### config.mk
export PLATFORM = sky130hd
export DESIGN_NAME = pafw_ctrl
export DESIGN_NICKNAME = d
export VERILOG_FILES = /design/src/sv/pafw_pkg.sv /design/src/sv/pafw_ctrl.sv
export SDC_FILE = /design/constraint.sdc
export NUM_CORES = 1
export LEC_CHECK = 0
export ABC_AREA = 1
export BUFFER_PORTS_ARGS = -buffer_cell sky130_fd_sc_hd__buf_2
export CAP_MARGIN = 25
export CORE_MARGIN = 8
export CORE_UTILIZATION = 52
export DETAILED_ROUTE_END_ITERATION = 10
export PLACE_DENSITY = 0.75
export SETUP_SLACK_MARGIN = 0.4
export SLEW_MARGIN = 20
export SYNTH_ARGS = -nofsm -noshare
export SYNTH_HDL_FRONTEND = slang
export SYNTH_SLANG_ARGS = --single-unit
### constraint.sdc
create_clock -name clk_i -period 1.8 [get_ports clk_i]
set_clock_uncertainty 0.1 [all_clocks]
set_input_delay 0 -clock clk_i [delete_from_list [all_inputs] [get_ports clk_i]]
set_output_delay 0 -clock clk_i [all_outputs]
set_load 0.02 [all_outputs]
### src/sv/pafw_pkg.sv
package pafw_pkg;

  localparam int unsigned FracBits     = 16;
  localparam int unsigned MaxTransforms = 4;
  localparam int unsigned GridDim      = 8;
  localparam int unsigned WordsPerTri  = 6;
  localparam int unsigned TrisPerCell  = 4;
  localparam int unsigned TableDepth   =
    MaxTransforms * WordsPerTri * TrisPerCell * GridDim * GridDim;
  // one bank per affine word, so all words of a triangle are read together
  localparam int unsigned BankDepth    = TableDepth / WordsPerTri;
  localparam int unsigned BankAw       = $clog2(BankDepth);
  // reciprocal of six for a 13-bit table address (exact below 8192)
  localparam logic [13:0] RecipSix     = 14'd10923;

  typedef enum logic {
    OP_LOAD  = 1'b0,
    OP_POINT = 1'b1
  } op_e;

  typedef enum logic [2:0] {
    CFG_CELLS_X     = 3'd0,
    CFG_CELLS_Y     = 3'd1,
    CFG_CELL_WIDTH  = 3'd2,
    CFG_CELL_HEIGHT = 3'd3,
    CFG_INV_WIDTH   = 3'd4,
    CFG_INV_HEIGHT  = 3'd5,
    CFG_STEPS       = 3'd6
  } cfg_idx_e;

  typedef struct packed {
    logic               operation;
    logic [12:0]        table_index;
    logic signed [31:0] coefficient_value;
    logic [1:0]         transform_index;
    logic signed [31:0] point_x;
    logic signed [31:0] point_y;
  } in_t;

  typedef struct packed {
    logic signed [31:0] new_x;
    logic signed [31:0] new_y;
  } out_t;

  // controller to datapath
  typedef struct packed {
    logic load;     // table word write
    logic start;    // take point, transformation base and grid extents
    logic loc1;     // scale into cell units
    logic loc2;     // clamp, pick triangle, form bank address
    logic mem;      // bank read
    logic mul;      // affine products
    logic upd;      // sums, saturation, new point
    logic capture;  // point into output register
  } cmd_t;

  // datapath to controller
  typedef struct packed {
    logic [7:0] solver_steps;
  } stat_t;

  // grid size with zero read as one and large values limited to the grid
  function automatic logic [3:0] grid_count(input logic [3:0] c);
    logic [3:0] r;
    if (c == 4'd0) begin
      r = 4'd1;
    end else if (c > 4'(GridDim)) begin
      r = 4'(GridDim);
    end else begin
      r = c;
    end
    return r;
  endfunction

endpackage

### src/sv/pafw_ctrl.sv
module pafw_ctrl
  import pafw_pkg::*;
(
  input  logic  clk_i,
  input  logic  rst_ni,
  input  logic  in_valid_i,
  output logic  in_ready_o,
  input  logic  in_op_i,
  output logic  out_valid_o,
  input  logic  out_ready_i,
  input  stat_t stat_i,
  output cmd_t  cmd_o
);

  typedef enum logic [2:0] {
    ST_IDLE,
    ST_LOC1,
    ST_LOC2,
    ST_MEM,
    ST_MUL,
    ST_UPD,
    ST_DONE
  } state_e;

  state_e     state_q, state_d;
  logic [7:0] cnt_q, cnt_d;
  logic       out_valid_q, out_valid_d;
  logic       in_acc, out_free;

  assign in_ready_o  = (state_q == ST_IDLE);
  assign in_acc      = in_valid_i && in_ready_o;
  assign out_free    = !out_valid_q || out_ready_i;
  assign out_valid_o = out_valid_q;

  always_comb begin
    state_d     = state_q;
    cnt_d       = cnt_q;
    out_valid_d = out_valid_q && !out_ready_i;
    cmd_o       = '0;
    unique case (state_q)
      ST_IDLE: begin
        if (in_acc) begin
          if (in_op_i == OP_LOAD) begin
            cmd_o.load = 1'b1;
          end else begin
            cmd_o.start = 1'b1;
            cnt_d       = stat_i.solver_steps;
            state_d     = (stat_i.solver_steps == 8'd0) ? ST_DONE : ST_LOC1;
          end
        end
      end
      ST_LOC1: begin
        cmd_o.loc1 = 1'b1;
        state_d    = ST_LOC2;
      end
      ST_LOC2: begin
        cmd_o.loc2 = 1'b1;
        state_d    = ST_MEM;
      end
      ST_MEM: begin
        cmd_o.mem = 1'b1;
        state_d   = ST_MUL;
      end
      ST_MUL: begin
        cmd_o.mul = 1'b1;
        state_d   = ST_UPD;
      end
      ST_UPD: begin
        cmd_o.upd = 1'b1;
        cnt_d     = cnt_q - 8'd1;
        state_d   = (cnt_q == 8'd1) ? ST_DONE : ST_LOC1;
      end
      ST_DONE: begin
        // wait for the output register to be free
        if (out_free) begin
          cmd_o.capture = 1'b1;
          out_valid_d   = 1'b1;
          state_d       = ST_IDLE;
        end
      end
      default: state_d = ST_IDLE;
    endcase
  end

  always_ff @(posedge clk_i or negedge rst_ni) begin
    if (!rst_ni) begin
      state_q     <= ST_IDLE;
      cnt_q       <= '0;
      out_valid_q <= 1'b0;
    end else begin
      state_q     <= state_d;
      cnt_q       <= cnt_d;
      out_valid_q <= out_valid_d;
    end
  end

endmodule

### After elaboration in Yosys (flattened, before gate mapping)

Index checks and enable logic that the tools add are counted.

* output and inout bits: 10
* word-level logic and storage cells: 46
* input port bits: 13
* bits in registers: 12

* reduce and logical (&&, ||, !) cells: 10
* equal/unequal tests: 10
* add/sub/neg operators: 1
* mux-type cells: 22

Operators by type and width (number)
* 3-bit one-hot mux with 7 select lines: 1
* 8-bit two-way mux: 2
* 8-bit one-hot mux with 2 select lines: 1
* 3-bit two-way mux: 5
* 1-bit two-way mux: 11
* 3-bit == test (second input constant): 3
* 8-bit by 1-bit == test with 1-bit output (second input constant): 1
* 8-bit zero test: 1
* 8-bit by 1-bit subtractor with 8-bit output (second input constant): 1
* 3-bit by 2-bit == test with 1-bit output (second input constant): 2
* 3-bit AND reduction: 2
* 2-bit two-way mux: 2
* 2-bit by 1-bit inequality test with 1-bit output (second input constant): 2
* 3-bit by 1-bit == test with 1-bit output (second input constant): 1
* 3-bit zero test: 1
* 1-bit logical AND: 2
* 1-bit zero test: 2
* 2-bit inequality test (second input constant): 1
* 2-bit nonzero test: 1
* 1-bit logical OR: 1

### Logic depth before layout (Yosys ltp)

* word-level depth: 5
* gate-level depth with buffers: 9
* gate-level depth less buffers: 9

### Least setup slack after synthesis

No wires, ideal clock.

* kind: register -> register
* start point: register state_q[0]
* end point: register state_q[1]
* setup time: 0.118 ns
* clock period less this slack: 1.426 ns
* cell stages (with the launch flop): 8
* buffers on the path: 1
* arrival time: 1.208 ns
* data required time: 1.582 ns
* setup slack: 0.374 ns
* cell sequence: dfrtp_1 buf_6 nor3_2 nand2_1 nand2_1 nor2_1 nand2_1 nand2_1

* word-level cells in the longest chain between the ends: 4
* elaborated cells between the ends (all ways): 13
* those cells by class: 9 x eq/ne; 1 x mux; 3 x reduce/logical

Ends and longest elaborated chain
* start: declaration: line pafw_ctrl.sv:25 `state_e state_q, state_d;`
* start signal: assignment: line pafw_ctrl.sv:91 `state_q <= state_d;`
* 3-bit zero test *: line pafw_ctrl.sv:30 `assign in_ready_o = (state_q == ST_IDLE);`
* named net in_ready_o: line pafw_ctrl.sv:7 `output logic in_ready_o,`
* 1-bit logical AND: line pafw_ctrl.sv:31 `assign in_acc = in_valid_i && in_ready_o;`
* 2-bit by 1-bit inequality test with 1-bit output (no line)
* 3-bit AND reduction (no line)

Mark *: on every way through the listed nets, which the timed path passes. The rest lies on a longest branch.
A chain may end at the register's enable or synchronous reset.

### Worst setup path in the final report

* start point: register state_q[0]
* end point: register cnt_q[0]

* word-level cells in the longest chain between the ends: 4
* elaborated cells between the ends (all ways): 8
* those cells by class: 3 x eq/ne; 1 x mux; 4 x reduce/logical

Ends and longest elaborated chain
* 3-bit zero test: line pafw_ctrl.sv:30, pafw_ctrl.sv:40
* 1-bit logical AND: line pafw_ctrl.sv:31
* 2-bit by 1-bit inequality test with 1-bit output (no line)
* 3-bit AND reduction (no line)
* end signal: assignment: line pafw_ctrl.sv:92 `cnt_q <= cnt_d;`
* end: declaration: line pafw_ctrl.sv:26 `logic [7:0] cnt_q, cnt_d;`

Several ways; a longest one is shown, not always the timed one.

==> results_dict.tcl <==
set metrics [dict create \
    final_cell_mix "52 x nand2_1, 23 x inv_1, 19 x buf_2" \
    hold_class "primary input to flop" \
    nFillCells 120 \
    dp_cells 197 \
    synth-simple-area-share 0.406 \
    cp_common_cell "buf_4" \
    grt_pass1_wl_um 4240 \
    clockBufferDepth 2 \
    initial_utilization 0.551 \
    num_rows 15 \
    muxShareOfSynthArea 0 \
    layout_min_cycle_time_ps 1410 \
    yosys_warnings 0 \
    gr-usage-all-layers 0.152 \
    max_freq_mhz 708 \
    synthArstFlopShare 1.00 \
    final_util 0.781 \
    startpoint_type "flop" \
    chipHeight_um 58.8 \
    synth.avg_cell_area_um2 6.22 \
    leakage_nw 0.749 \
    ant_nets 0 \
    final_common_cell "nand2_1" \
    clk_latency_ps 270 \
    outcome "finished clean" \
    crit_buf_inv 2 \
    syn_nets 168 \
    die_area_um2 3460 \
    die_w_um 58.8 \
    cts_tree "built" \
    synth-seq-area-share 0.315 \
    fin_setup_tns_ps 0 \
    wirelength_um 2670 \
    use_met3 0.0326 \
    rsz0062_at_grt "yes" \
    htreeDepth 1 \
    drv_cap 0 \
    slew_headroom 0.816 \
    post-route-period-util 0.785 \
    grt_pass1_vias 1020 \
    seq_area_um2 305 \
    drtIter0Drc 50 \
    path_max_fanout 5 \
    drive_gt1_frac 0.303 \
    cellPowerDensity_nw_per_um2 1460 \
    dr.pass1.iters 4 \
    hold_viol_final 0 \
    ys_ff_latch 12 \
    cts_root_buf "clkbuf_4" \
    numCtsBuffers 3 \
    crit_path_max_incr_delay_ps 430 \
    grt_overflow_total 0 \
    diodes 0 \
    final_cells 220 \
    ys.flop_type "dfrtp_1" \
    cp.arrival_ps 1520 \
    syn_to_final_growth_pct 41.7 \
    syn_area_um2 952 \
    synth_top_family_by_area "simple AND/OR/NAND/NOR gates" \
    ir_worst_vdd_v 0.000818 \
    grtUsageMet2 0.263 \
    synth.distinct_cells 22 \
    crit_type "flop to flop" \
    finalNetCount 211 \
    clock_sinks 12 \
    path_clk_slew_ps 80 \
    fp.coreArea_um2 1730 \
    vias 1089 \
    synth_compound_area_frac 0.0959 \
    synthCells 153 \
    slowest_stage "dfrtp_2" \
    io_pins 23 \
    antenna_found_initial 0 \
    fin_total_pwr_w 0.00197 \
    io_buffers 22 \
    multiInputGateArea_um2 573 \
    cp_cell_sequence "buf_4, nand3_4, buf_4, o21ai_0, nand2_1, o21ai_1" \
    synth_edf_count 0 \
    busiest_layer "met2" \
    critical_path_required_ps 1900 \
    synth_adder_area_share 0.0263 \
    path_delay_family "flip-flops" \
    dpl.hpwl_um 1810 \
    use_met1 0.173 \
    viasPerCell 4.95 \
    wl_per_cell_um 12.1 \
    drc 0 \
    setup_viol 0 \
    gp_congestion 0.961 \
    synth-xor-area-share 0 \
    end_kind "flop" \
    worst_pin_slew_ps 277 \
    grt_max_degree 15 \
    report.final.slew_viol_count 0 \
]
-- layout make-up --
| class | instances | area share |
|---|---|---|
| timing repair buffer | 41 | 0.212 |
| tap | 25 | 0.0232 |
| clock buffer | 4 | 0.0269 |
| multi-input combinational | 109 | 0.425 |
| inverter | 29 | 0.0863 |
| sequential | 12 | 0.226 |
-- cells in the mapped netlist, types with 2 or more instances --
cell type | count | area (um^2)
nor2_1 | 19 | 71.3
o21ai_1 | 3 | 15.0
nand3_1 | 10 | 50.1
dfrtp_1 | 12 | 300
ha_1 | 2 | 25.0
buf_6 | 2 | 22.5
o21ai_0 | 10 | 50.1
nand2_1 | 54 | 203
nor2_2 | 2 | 12.5
inv_1 | 27 | 101
-- worst reg2reg max path, stage by stage (launching register included) --
cell and delay, ps:
dfrtp_2 430, buf_4 160, nand3_4 150, buf_4 200
o21ai_0 170, nand2_1 70, o21ai_1 70
-- repair_timing --
item                       4_1_cts  5_1_grt
pin swaps                        1        7
setup endpoints to repair       12       15
hold endpoints to repair        22        0
hold buffers                     9        0
setup buffers                    7        3
resized for setup               12       18
-- through the flow --
stage | worst slack, ps | cell area, um^2 | hold slack (ps)
floorplan | 417 | 958 | -396
global placement | 252 | 1060 | -204
detailed placement | 232 | 1060 | -206
CTS | 392 | 1270 | 0.681
global route | 314 | 1350 | 34.6
finish | 387 | 1350 | 17.5
-- report_power, final --
part           internal [W]  switching (W)
Clock              0.000123      0.0000894
Sequential         0.000397       0.000150
Combinational      0.000495       0.000719
Total               0.00102       0.000958
-- layer usage --
layer / share of wire / vias to the layer above
met1: 0.41 / 485
met3: 0.069 / 10
met4: 0.027 / 0
met5: 0 / -
li1: - / 548
met2: 0.50 / 46
-- path summary, 6_finish.rpt --
path	to	cells after the start	startpoint	slack [ps]
min in group asynchronous	cnt_q[6]	2	rst_ni	30
hold / removal	cnt_q[3]	3	stat_i[3]	20
setup / recovery	cnt_q[0]	6	state_q[0]	390
setup reg to reg	cnt_q[0]	6	state_q[0]	390
hold reg to reg	cnt_q[6]	2	cnt_q[6]	410
max in group asynchronous	state_q[1]	2	rst_ni	1330
-- sequential cells by signal, summed over array words and instances (netlist names) --
| signal | count |
|---|---|
| cnt_q | 8 |
| state_q | 3 |
| out_valid_o | 1 |
-- cell families (layout without fill, tap and decap cells) --
logic type                 after synthesis  count (layout)
DFF                                     12              12
buffers and inverters                   32              74
adders and majority gates                2               2
AOI/OAI and AO/OA                       17              17
and+or+nand+nor                         90              90
Note: power is estimated with default switching activity, not from simulation.
